$ cat config.mk
export PLATFORM = sky130hd
export DESIGN_NAME = node_registration_handshake_core
export DESIGN_NICKNAME = d
export VERILOG_FILES = /design/src/rtl/core/hsk_pkg.sv /design/src/rtl/core/hsk_table.sv /design/src/rtl/core/hsk_logic.sv /design/src/rtl/core/node_registration_handshake_core.sv
export SDC_FILE = /design/constraint.sdc
export NUM_CORES = 1
export LEC_CHECK = 0
export BUFFER_PORTS_ARGS = -buffer_cell sky130_fd_sc_hd__buf_4
export CORE_MARGIN = 4
export CORE_UTILIZATION = 57
export CTS_CLUSTER_DIAMETER = 30
export DETAILED_ROUTE_END_ITERATION = 10
export GPL_ROUTABILITY_DRIVEN = 0
export PLACE_DENSITY = 0.79
export SETUP_SLACK_MARGIN = 0.02
export SYNTH_ARGS = -nofsm -noshare
export SYNTH_HDL_FRONTEND = slang
export SYNTH_SLANG_ARGS = --single-unit
$ cat constraint.sdc
create_clock -name clock -period 7.4 [get_ports clock]
set_input_delay 0.74 -clock clock [delete_from_list [all_inputs] [get_ports clock]]
set_output_delay 0.74 -clock clock [all_outputs]
set_load 0.02 [all_outputs]
$ cat src/rtl/core/hsk_pkg.sv
// Shared types, codes and helpers for the node registration handshake core.
package hsk_pkg;

   localparam logic [1:0] ACT_SEND = 2'd0;
   localparam logic [1:0] ACT_RECV = 2'd1;
   localparam logic [1:0] ACT_POLL = 2'd2;

   localparam logic [1:0] ST_REG   = 2'd0;
   localparam logic [1:0] ST_ACK   = 2'd1;
   localparam logic [1:0] ST_READY = 2'd2;

   localparam logic [3:0] TYPE_REG = 4'd0;
   localparam logic [3:0] TYPE_ACK = 4'd1;

   localparam logic [1:0] CSR_NODE_MODE     = 2'd0;
   localparam logic [1:0] CSR_OWN_ID        = 2'd1;
   localparam logic [1:0] CSR_CONTROLLER_ID = 2'd2;
   localparam logic [1:0] CSR_MAGIC_WORD    = 2'd3;

   localparam logic [15:0] MAGIC_RESET = 16'd132;
   localparam logic [7:0]  HDR_BYTES   = 8'd8;
   localparam logic [47:0] MAC_BCAST   = 48'hFFFF_FFFF_FFFF;
   localparam int          TYPE_SHIFT  = 27;
   localparam int          ID_SHIFT    = 23;
   localparam int          MASK_BITS   = 4;

   typedef struct packed {
      logic        node_mode;
      logic [3:0]  own_id;
      logic [3:0]  controller_id;
      logic [15:0] magic_word;
   } cfg_type;

   typedef struct packed {
      logic [1:0]  action;
      logic [47:0] peer_mac;
      logic        send_ok;
      logic [7:0]  msg_len;
      logic [31:0] msg_flags;
      logic [15:0] msg_magic;
      logic        crc_ok;
      logic        tx_ready;
   } req_type;

   typedef struct packed {
      logic        send_request;
      logic        send_broadcast;
      logic [47:0] dest_mac;
      logic [31:0] send_flags;
      logic        add_peer;
      logic        msg_dropped;
   } rsp_type;

   typedef struct packed {
      logic        hit;
      logic [3:0]  slot;
      logic [1:0]  slot_state;
   } tbl_look_type;

   typedef struct packed {
      logic        state_we;
      logic [3:0]  state_idx;
      logic [1:0]  state_val;
      logic        mac_we;
      logic [3:0]  mac_idx;
      logic [47:0] mac_val;
   } tbl_wr_type;

   function automatic logic [31:0] make_flags(logic unicast, logic [3:0] kind, logic [3:0] id);
      logic [31:0] f;
      f = '0;
      f[31] = unicast;
      f[TYPE_SHIFT +: 4] = kind;
      f[ID_SHIFT +: 4] = id;
      return f;
   endfunction

endpackage

$ cat src/rtl/core/hsk_table.sv
// Per-client state and station address table with parallel address lookup.
module hsk_table #(
   parameter int CLIENT_SLOTS = 4
) (
   input  logic                  clock,
   input  logic                  reset,
   input  hsk_pkg::tbl_wr_type   wr,
   input  logic [47:0]           lk_mac,
   output hsk_pkg::tbl_look_type look,
   output logic                  all_ready,
   output logic [3:0]            ready_mask
);
   import hsk_pkg::*;

   localparam int SLOT_W = (CLIENT_SLOTS > 1) ? $clog2(CLIENT_SLOTS) : 1;
   localparam int MASK_W = (CLIENT_SLOTS < MASK_BITS) ? CLIENT_SLOTS : MASK_BITS;

   logic [1:0]  state_ff [CLIENT_SLOTS];
   logic [47:0] mac_ff   [CLIENT_SLOTS];

   always_ff @(posedge clock) begin
      if (reset) begin
         for (int i = 0; i < CLIENT_SLOTS; i++) begin
            state_ff[i] <= ST_REG;
            mac_ff[i]   <= '0;
         end
      end else begin
         if (wr.state_we) begin
            state_ff[wr.state_idx[SLOT_W-1:0]] <= wr.state_val;
         end
         if (wr.mac_we) begin
            mac_ff[wr.mac_idx[SLOT_W-1:0]] <= wr.mac_val;
         end
      end
   end

   // first matching entry wins, so scan from the top down
   always_comb begin
      look = '0;
      for (int i = CLIENT_SLOTS - 1; i >= 0; i--) begin
         if (mac_ff[i] == lk_mac) begin
            look.hit        = 1'b1;
            look.slot       = 4'(i);
            look.slot_state = state_ff[i];
         end
      end
   end

   always_comb begin
      all_ready = 1'b1;
      for (int i = 0; i < CLIENT_SLOTS; i++) begin
         if (state_ff[i] != ST_READY) begin
            all_ready = 1'b0;
         end
      end
   end

   // mask reflects the table after this request's write
   always_comb begin
      ready_mask = '0;
      for (int i = 0; i < MASK_W; i++) begin
         if (wr.state_we && wr.state_idx == 4'(i)) begin
            ready_mask[i] = (wr.state_val == ST_READY);
         end else begin
            ready_mask[i] = (state_ff[i] == ST_READY);
         end
      end
   end

endmodule

$ cat src/rtl/core/hsk_logic.sv
// Decision logic for one request: validation, controller and client behaviour.
module hsk_logic #(
   parameter int CLIENT_SLOTS = 4
) (
   input  hsk_pkg::req_type      req,
   input  hsk_pkg::cfg_type      cfg,
   input  logic [1:0]            conn_state,
   input  hsk_pkg::tbl_look_type look,
   input  logic                  all_ready,
   output hsk_pkg::rsp_type      rsp,
   output logic [1:0]            conn_next,
   output hsk_pkg::tbl_wr_type   wr
);
   import hsk_pkg::*;

   logic [3:0] msg_kind;
   logic [3:0] msg_id;
   logic [3:0] my_id;
   logic       msg_ok;
   logic       id_in_range;

   assign msg_kind    = req.msg_flags[TYPE_SHIFT +: 4];
   assign msg_id      = req.msg_flags[ID_SHIFT +: 4];
   assign my_id       = cfg.node_mode ? cfg.controller_id : cfg.own_id;
   assign msg_ok      = (req.msg_len >= HDR_BYTES) && (req.msg_magic == cfg.magic_word) &&
                        req.crc_ok;
   assign id_in_range = ({1'b0, msg_id} < 5'(CLIENT_SLOTS));

   always_comb begin
      rsp       = '0;
      conn_next = conn_state;
      wr        = '0;
      if (req.action == ACT_RECV && !msg_ok) begin
         rsp.msg_dropped = 1'b1;
      end else if (cfg.node_mode) begin
         case (req.action)
            ACT_SEND: begin
               if (req.peer_mac != MAC_BCAST && look.hit && look.slot_state == ST_ACK) begin
                  if (req.send_ok) begin
                     wr.state_we  = 1'b1;
                     wr.state_idx = look.slot;
                     wr.state_val = ST_READY;
                  end else if (req.tx_ready) begin
                     rsp.send_request = 1'b1;
                     rsp.dest_mac     = req.peer_mac;
                     rsp.send_flags   = make_flags(1'b1, TYPE_ACK, my_id);
                  end
               end
            end
            ACT_RECV: begin
               if (msg_kind == TYPE_ACK && id_in_range) begin
                  wr.mac_we    = 1'b1;
                  wr.mac_idx   = msg_id;
                  wr.mac_val   = req.peer_mac;
                  rsp.add_peer = 1'b1;
                  if (req.tx_ready) begin
                     rsp.send_request = 1'b1;
                     rsp.dest_mac     = req.peer_mac;
                     rsp.send_flags   = make_flags(1'b1, TYPE_ACK, my_id);
                     wr.state_we      = 1'b1;
                     wr.state_idx     = msg_id;
                     wr.state_val     = ST_ACK;
                  end
               end
            end
            ACT_POLL: begin
               if (conn_state == ST_REG) begin
                  if (all_ready) begin
                     conn_next = ST_READY;
                  end else if (req.tx_ready) begin
                     rsp.send_request   = 1'b1;
                     rsp.send_broadcast = 1'b1;
                     rsp.dest_mac       = MAC_BCAST;
                     rsp.send_flags     = make_flags(1'b0, TYPE_REG, my_id);
                  end
               end
            end
            default: ;
         endcase
      end else begin
         case (req.action)
            ACT_SEND: begin
               if (!req.send_ok && conn_state == ST_ACK) begin
                  conn_next = ST_REG;
               end
            end
            ACT_RECV: begin
               if (conn_state == ST_REG) begin
                  if (msg_kind == TYPE_REG) begin
                     rsp.add_peer = 1'b1;
                     if (req.tx_ready) begin
                        rsp.send_request = 1'b1;
                        rsp.dest_mac     = req.peer_mac;
                        rsp.send_flags   = make_flags(1'b1, TYPE_ACK, my_id);
                        conn_next        = ST_ACK;
                     end
                  end
               end else if (conn_state == ST_ACK) begin
                  if (msg_kind == TYPE_ACK && msg_id == cfg.controller_id) begin
                     conn_next = ST_READY;
                  end
               end
            end
            default: ;
         endcase
      end
   end

endmodule

$ cat src/rtl/core/node_registration_handshake_core.sv
// Top level of the node registration handshake core.
//
// Usage: events (send completion, received message, poll tick) arrive on the
// req_ channel, one request per valid/stall handshake. Each request yields
// exactly one response on the rsp_ channel: the message to transmit if any,
// add-peer and drop indications, the own link state and the client ready mask.
// rsp_valid rises once the request has moved from the input register through the
// decision logic and table update, whose outcome lands in the response register.
// Throughput is one request per cycle unless the response is stalled; the table
// lookup and all state updates are applied as the request advances out of the
// input register, so back-to-back requests see each other's effects in order.
// When the receiver holds rsp_stall, the response register holds its contents;
// one further request may sit in the input register, after which req_stall is
// raised until the response is taken.
// Synchronous reset clears the link state, the client state and address tables
// and restores the configuration to its defaults (magic 132, client mode).
// Write configuration via csr_wr_en/csr_index/csr_wdata only when idle; unenforced.
module node_registration_handshake_core #(
   parameter int CLIENT_SLOTS = 4
) (
   input  logic        clock,
   input  logic        reset,
   input  logic        csr_wr_en,
   input  logic [1:0]  csr_index,
   input  logic [15:0] csr_wdata,
   input  logic        req_valid,
   output logic        req_stall,
   input  logic [1:0]  req_action,
   input  logic [47:0] req_peer_mac,
   input  logic        req_send_ok,
   input  logic [7:0]  req_msg_len,
   input  logic [31:0] req_msg_flags,
   input  logic [15:0] req_msg_magic,
   input  logic        req_crc_ok,
   input  logic        req_tx_ready,
   output logic        rsp_valid,
   input  logic        rsp_stall,
   output logic        rsp_send_request,
   output logic        rsp_send_broadcast,
   output logic [47:0] rsp_dest_mac,
   output logic [31:0] rsp_send_flags,
   output logic        rsp_add_peer,
   output logic        rsp_msg_dropped,
   output logic [1:0]  rsp_link_state,
   output logic [3:0]  rsp_ready_mask
);
   import hsk_pkg::*;

   cfg_type      cfg_ff;
   logic         in_valid_ff;
   req_type      in_ff;
   logic         out_valid_ff;
   rsp_type      out_ff;
   logic [1:0]   link_ff;
   logic [3:0]   mask_ff;
   logic [1:0]   conn_state_ff;
   logic [1:0]   conn_state_in;
   logic         advance;
   rsp_type      rsp_in;
   tbl_wr_type   wr_raw;
   tbl_wr_type   wr_gated;
   tbl_look_type look;
   logic         all_ready;
   logic [3:0]   mask_in;

   always_ff @(posedge clock) begin
      if (reset) begin
         cfg_ff.node_mode     <= 1'b0;
         cfg_ff.own_id        <= '0;
         cfg_ff.controller_id <= '0;
         cfg_ff.magic_word    <= MAGIC_RESET;
      end else if (csr_wr_en) begin
         unique case (csr_index)
            CSR_NODE_MODE:     cfg_ff.node_mode     <= csr_wdata[0];
            CSR_OWN_ID:        cfg_ff.own_id        <= csr_wdata[3:0];
            CSR_CONTROLLER_ID: cfg_ff.controller_id <= csr_wdata[3:0];
            CSR_MAGIC_WORD:    cfg_ff.magic_word    <= csr_wdata;
            default: ;
         endcase
      end
   end

   assign advance   = in_valid_ff && !(out_valid_ff && rsp_stall);
   assign req_stall = in_valid_ff && !advance;

   always_ff @(posedge clock) begin
      if (reset) begin
         in_valid_ff <= 1'b0;
      end else if (!req_stall) begin
         in_valid_ff <= req_valid;
      end
   end

   always_ff @(posedge clock) begin
      if (req_valid && !req_stall) begin
         in_ff.action    <= req_action;
         in_ff.peer_mac  <= req_peer_mac;
         in_ff.send_ok   <= req_send_ok;
         in_ff.msg_len   <= req_msg_len;
         in_ff.msg_flags <= req_msg_flags;
         in_ff.msg_magic <= req_msg_magic;
         in_ff.crc_ok    <= req_crc_ok;
         in_ff.tx_ready  <= req_tx_ready;
      end
   end

   hsk_logic #(
      .CLIENT_SLOTS(CLIENT_SLOTS)
   ) u_logic (
      .req        (in_ff),
      .cfg        (cfg_ff),
      .conn_state (conn_state_ff),
      .look       (look),
      .all_ready  (all_ready),
      .rsp        (rsp_in),
      .conn_next  (conn_state_in),
      .wr         (wr_raw)
   );

   assign wr_gated = advance ? wr_raw : '0;

   hsk_table #(
      .CLIENT_SLOTS(CLIENT_SLOTS)
   ) u_table (
      .clock      (clock),
      .reset      (reset),
      .wr         (wr_gated),
      .lk_mac     (in_ff.peer_mac),
      .look       (look),
      .all_ready  (all_ready),
      .ready_mask (mask_in)
   );

   always_ff @(posedge clock) begin
      if (reset) begin
         conn_state_ff <= ST_REG;
      end else if (advance) begin
         conn_state_ff <= conn_state_in;
      end
   end

   always_ff @(posedge clock) begin
      if (reset) begin
         out_valid_ff <= 1'b0;
      end else if (advance) begin
         out_valid_ff <= 1'b1;
      end else if (!rsp_stall) begin
         out_valid_ff <= 1'b0;
      end
   end

   always_ff @(posedge clock) begin
      if (advance) begin
         out_ff  <= rsp_in;
         link_ff <= conn_state_in;
         mask_ff <= mask_in;
      end
   end

   assign rsp_valid          = out_valid_ff;
   assign rsp_send_request   = out_ff.send_request;
   assign rsp_send_broadcast = out_ff.send_broadcast;
   assign rsp_dest_mac       = out_ff.dest_mac;
   assign rsp_send_flags     = out_ff.send_flags;
   assign rsp_add_peer       = out_ff.add_peer;
   assign rsp_msg_dropped    = out_ff.msg_dropped;
   assign rsp_link_state     = link_ff;
   assign rsp_ready_mask     = mask_ff;

   a_drop_is_quiet: assert property (@(posedge clock) disable iff (reset)
      rsp_valid && rsp_msg_dropped |-> !rsp_send_request && !rsp_add_peer)
      else $error("dropped request produced a send or peer add");

   a_idle_send_zero: assert property (@(posedge clock) disable iff (reset)
      rsp_valid && !rsp_send_request |->
         !rsp_send_broadcast && rsp_dest_mac == '0 && rsp_send_flags == '0)
      else $error("send fields not cleared without a send");

   a_bcast_dest: assert property (@(posedge clock) disable iff (reset)
      rsp_valid && rsp_send_broadcast |-> rsp_send_request && rsp_dest_mac == MAC_BCAST)
      else $error("broadcast response with wrong destination");

   a_advance_valid: assert property (@(posedge clock) disable iff (reset)
      advance |=> rsp_valid && rsp_link_state == $past(conn_state_in))
      else $error("advanced request did not reach the response register");

   a_no_table_write_stalled: assert property (@(posedge clock) disable iff (reset)
      !advance |-> !wr_gated.state_we && !wr_gated.mac_we)
      else $error("table written without an advancing request");

endmodule
### Yosys cells after proc, flatten, opt, wreduce, memory -nomap -nowiden

Memory sizes are Yosys's and may differ from the RTL's.
Cells that the tools add are included.

* bits in registers: 227
* output and inout bits: 92
* bits of input ports: 132
* memory bits (writable): 200
* logic and storage cells: 164
* memories kept: 2

* multiplexer cells: 73
* $lt $le $gt $ge: 2
* equal/unequal tests: 28
* reduce and logical (&&, ||, !) cells: 33
* bitwise operators: 3

Memory list
* u_table.mac_ff: words 4, bits a word 48, read ports 4, clocked after Yosys merged registers in 0, wr ports 4, RTL line hsk_table.sv:19 `logic [47:0] mac_ff [CLIENT_SLOTS];`
* u_table.state_ff: words 4, bits a word 2, read ports 4, clocked after Yosys merged registers in 0, wr ports 4, RTL line hsk_table.sv:18 `logic [1:0] state_ff [CLIENT_SLOTS];`

Operator list (number)
* $mux 81: 5
* $mux 82: 3
* $mux 60: 4
* $mux 80: 3
* $pmux 80 s3: 1
* $eq 48x48->1: 4
* $mux 53: 1
* $mux 7: 7
* $mux 48: 1
* $ne 48x48->1 const B: 1
* $reduce_or 48->1: 1
* $mux 1: 30
* $mux 2: 14
* $eq 16x16->1: 1
* $eq 2x2->1 const B: 8
* $logic_and 1x1->1: 16
* $pmux 7 s2: 1
* $eq 2x1->1 const B: 4
* $eq 4x1->1 const B: 2
* $eq 4x2->1 const B: 2
* $ge 8x4->1 const B: 1
* $logic_not 4->1: 2
* $ne 2x2->1 const B: 4
* $reduce_and 2->1: 4
* 11 further kinds: 19

### Depth between registers and ports, before layout

* depth after elaboration: 17
* gate-level depth with buffers: 12
* depth with buffers taken out: 9

### Modules after synthesis

Synthesis repeated with hierarchy kept, for this count alone.

* cell total of the unflattened synthesis: 1425
* area total of the unflattened synthesis: 19571.3 µm²

Modules (own cells, without submodules)
* hsk_table: cells each 787, instances 1, sequential area each 6005.8 µm², area each 10226.1 µm²
* node_registration_handshake_core: cells each 387, instances 1, sequential area each 6556.3 µm², area each 7639.8 µm²
* hsk_logic: cells each 251, instances 1, sequential area each 0.0 µm², area each 1705.4 µm²

### Worst setup path before layout

No wires, ideal clock.

* path type: in2reg
* start: in rsp_stall
* end: reg in_ff[0] in the netlist's numbering (enable)
* required time: 6869 ps
* cell stages on the path: 2
* arrival time: 4644 ps
* buffers on the path: 0
* setup slack: 2225 ps
* library setup time: 531 ps
* path through: and3_1 -> nor2b_1

* word-level cells in the longest chain between the ends: 7

RTL lines
* start, declared: RTL line node_registration_handshake_core.sv:37 `input logic rsp_stall,`
* $logic_and 1x1->1: RTL line node_registration_handshake_core.sv:83 `assign advance = in_valid_ff && !(out_valid_ff && rsp_stall);`
* $logic_not 1->1: RTL line node_registration_handshake_core.sv:83
* $logic_and 1x1->1: RTL line node_registration_handshake_core.sv:83
* $logic_not 1->1: RTL line node_registration_handshake_core.sv:84 `assign req_stall = in_valid_ff && !advance;`
* $logic_and 1x1->1: RTL line node_registration_handshake_core.sv:84
* $logic_not 1->1: RTL line node_registration_handshake_core.sv:95 `if (req_valid && !req_stall) begin`
* $logic_and 1x1->1: RTL line node_registration_handshake_core.sv:95
* end, declared: RTL line node_registration_handshake_core.sv:51 `req_type in_ff;`

No other way between the ends.
A chain may end at the register's enable or synchronous reset.

==> impl_metrics.ini <==
[status]
status = completed

[critical_path]
worstPathRequired_ps = 7570
cp_num_buf_inv = 2
worst-r2r-setup-slack_ps = 2780
crit_arrival_ps = 4790
r2r_cells = 10
r2r-end = u_table.mac_ff[0][6]$_SDFFCE_PN0P_
cpMostUsedCell = buf_4
cp-start-kind = flip-flop
r2r_start = in_ff[5]$_DFFE_PP_
crit_start = in_ff[5]$_DFFE_PP_
critical_path_depth = 10
path_max_fanout = 51
worstSetupEndpointType = flip-flop
worstSetupEndpoint = u_table.mac_ff[0][6]$_SDFFCE_PN0P_
worstPathCellList = xor2_1 -> nor4_1 -> nand3_1 -> o41ai_2 -> nand2_2 -> nor4_4 -> buf_4 -> nor3b_4 -> buf_4 -> or2_2
critPathKind = reg2reg
path_delay_family = simple AND/OR/NAND/NOR gates
slowest_stage = or2_2
critPathMaxStageDelay_ps = 980

[sta]
finalSetupTns_ps = 0
max_slew_margin = 0.220
rsz0062_at_grt = no
slew_violations = 0
max_freq_mhz = 216
final-hold-violation-count = 0
setup_viol = 0
finalClockSkew_ps = 21.4
worst_pin_slew_ps = 1170
min_period_ps = 4620
finalCritPeriodShare = 0.625

[finish]
finalNetCount = 1555
drive_gt1_frac = 0.223
final-seq-area_sq_um = 10900
fill_cells = 1830
most-common-layout-cells = edfxtp_1, xor2_1, and2_1
multiInputGateArea_sq_um = 5310
mostFrequentLayoutCell = edfxtp_1
diodes = 0
area_growth_pct = 24.0
final_cells = 1874

[detailed_routing]
wire_per_inst_microns = 21.1
antenna_left = 0
route.detailed.drc = 0
wl_microns = 39500
num_vias = 10500
drt_pre_antenna_iters = 5
viasPerCell = 5.61
drt_iter0_markers = 1104

[die]
die_h_microns = 180
rows = 62
boundaryPins = 224
die_area_sq_um = 32300
die_x_microns = 180
start_util = 0.581
core_area_sq_um = 28900

[global_routing]
antenna_found_initial = 0
globalRouteOverflowTotal = 0
grt_first_pass_wirelength_microns = 61100
first_global_vias = 10800
grt_max_degree = 83
globalRouteTotalUtil = 0.243

[power_and_ir_drop]
power_leakage_nw = 8.61
pwr_density_cell_nw_per_um2 = 303
power.ir.vdd_worst_uv = 250

[clock_network]
cts_root_buffer = clkbuf_16
post_cts.repair.setup_buffers = 0
clock-sinks = 374
clock_latency_ps = 570
cts_tree = built
cts_hold_buf = 0
path_clk_slew_ps = 50
numCtsBuffers = 80
cts_resized = 0
cts_buffer_depth = 3
htreeDepth = 3

[synth]
synth_cells = 1254
yosysSeqAreaShare = 0.650
yosys_warnings = 0
syn_area_per_cell_sq_um = 13.4
yosysUniqueCellTypes = 54
synth-seq-cells = 374
synth_flop_cell = edfxtp_1
netlist_area_sq_um = 16800
synthArstFlopShare = 0
synth_edf_count = 345

[placement]
port_buffers = 170
dp.cells = 1725
post-dp-hpwl_microns = 23700

[run]
cap_violations = 0

[worst_hold_path]
hp-class = in2reg
==> routing by layer <==
metal / vias up / GRT usage / wire, microns
met5: - / 0 / 0
met4: 0 / 0.0844 / 1060
met3: 78 / 0.0586 / 3780
met2: 540 / 0.387 / 18600
met1: 5129 / 0.331 / 16000
li1: 4772 / - / -
==> synthesized netlist by cell type (6+ instances only) <==
| cell | number | area [sq um] |
|---|---|---|
| edfxtp_1 | 345 | 10400 |
| xor2_1 | 203 | 1780 |
| and2_1 | 192 | 1200 |
| nor4_1 | 59 | 369 |
| a21o_1 | 48 | 360 |
| clkbuf_1 | 44 | 165 |
| nand2_1 | 44 | 165 |
| buf_2 | 33 | 165 |
| buf_4 | 33 | 248 |
| dfxtp_1 | 29 | 581 |
| nand4_1 | 29 | 181 |
| nor2_1 | 27 | 101 |
| a21oi_1 | 21 | 105 |
| nor3_1 | 17 | 85.1 |
| nand2b_1 | 12 | 75.1 |
| mux2i_1 | 11 | 110 |
| inv_1 | 9 | 33.8 |
| xnor2_1 | 9 | 78.8 |
| and3_1 | 7 | 43.8 |
| nand3_1 | 7 | 35.0 |
| o21ai_0 | 6 | 30.0 |
| or2_2 | 6 | 37.5 |
==> where the power goes <==
group          total (W)  internal [W]  switching, W  leakage (nW)
logic           0.000249      0.000109      0.000140          3.56
clock network    0.00357       0.00237       0.00120          1.32
registers        0.00251       0.00240      0.000107          3.73
==> metrics by stage <==
| stage | utilization | cell area, sq um | power [W] | hold slack [ps] | worst slack, ps |
|---|---|---|---|---|---|
| floorplan | - | 16900 | 0.00267 | 448 | 2220 |
| global placement | 0.626 | 18100 | 0.00278 | 455 | 2990 |
| detailed placement | 0.626 | 18100 | 0.00279 | 462 | 2890 |
| CTS | 0.721 | 20900 | 0.00636 | 321 | 2850 |
| global route | 0.721 | 20900 | 0.00650 | 321 | 2420 |
| finish | 0.721 | 20900 | 0.00632 | 341 | 2780 |
==> kinds of logic (layout without fill, tap and decap cells) <==
logic type / count (synthesis) / in the layout / share of synthesized area
AND/OR/NAND/NOR: 427 / 427 / 0.149
flip-flops: 374 / 374 / 0.650
XOR/XNOR: 212 / 212 / 0.110
buffers and inverters: 126 / 337 / 0.0402
AO/OA/AOI/OAI: 103 / 103 / 0.0428
multiplexers: 11 / 11 / 0.00655
other: 1 / 26 / 0.000223
==> worst min-delay path by stage <==
stage | start | endpoint | slack (ps) | cells past startpoint
2_1_floorplan | cfg_ff[0]$_SDFFE_PP0P_ | cfg_ff[0]$_SDFFE_PP0P_ | 450 | 2
3_3_place_gp | cfg_ff[4]$_SDFFE_PP0P_ | cfg_ff[4]$_SDFFE_PP0P_ | 460 | 2
3_5_place_dp | cfg_ff[12]$_SDFFE_PP0P_ | cfg_ff[12]$_SDFFE_PP0P_ | 460 | 2
4_1_cts | req_peer_mac[0] | in_ff[59]$_DFFE_PP_ | 320 | 1
5_1_grt | req_peer_mac[0] | in_ff[59]$_DFFE_PP_ | 320 | 1
6_report | req_peer_mac[0] | in_ff[59]$_DFFE_PP_ | 340 | 1
==> registers in the layout (all words and copies together), names as in the netlist, 2 cells and up <==
name              cells
u_table.mac_ff      192
cfg_ff               25
rsp_link_state        2
in_ff                82
conn_state_ff         2
rsp_send_flags        5
rsp_ready_mask        4
rsp_dest_mac         48
u_table.state_ff      8
==> area by class of cell <==
| type | instances | share of cell area |
|---|---|---|
| clock buffer | 84 | 0.0972 |
| clock inverter | 65 | 0.0349 |
| inverter | 9 | 0.00162 |
| multi-input combinational | 779 | 0.254 |
| sequential | 374 | 0.524 |
| tap | 384 | 0.0230 |
| timing repair buffer | 179 | 0.0644 |
==> worst reg2reg max path: cells and delay by family (launching register included) <==
family / cells / cell delay, ps
and+or+nand+nor: 6 / 2230
buffers and inverters: 2 / 840
AOI/OAI and AO/OA: 1 / 610
DFF: 1 / 370
xor gates and xnor gates: 1 / 150
No activity file was read; power rests on OpenSTA's default activity.
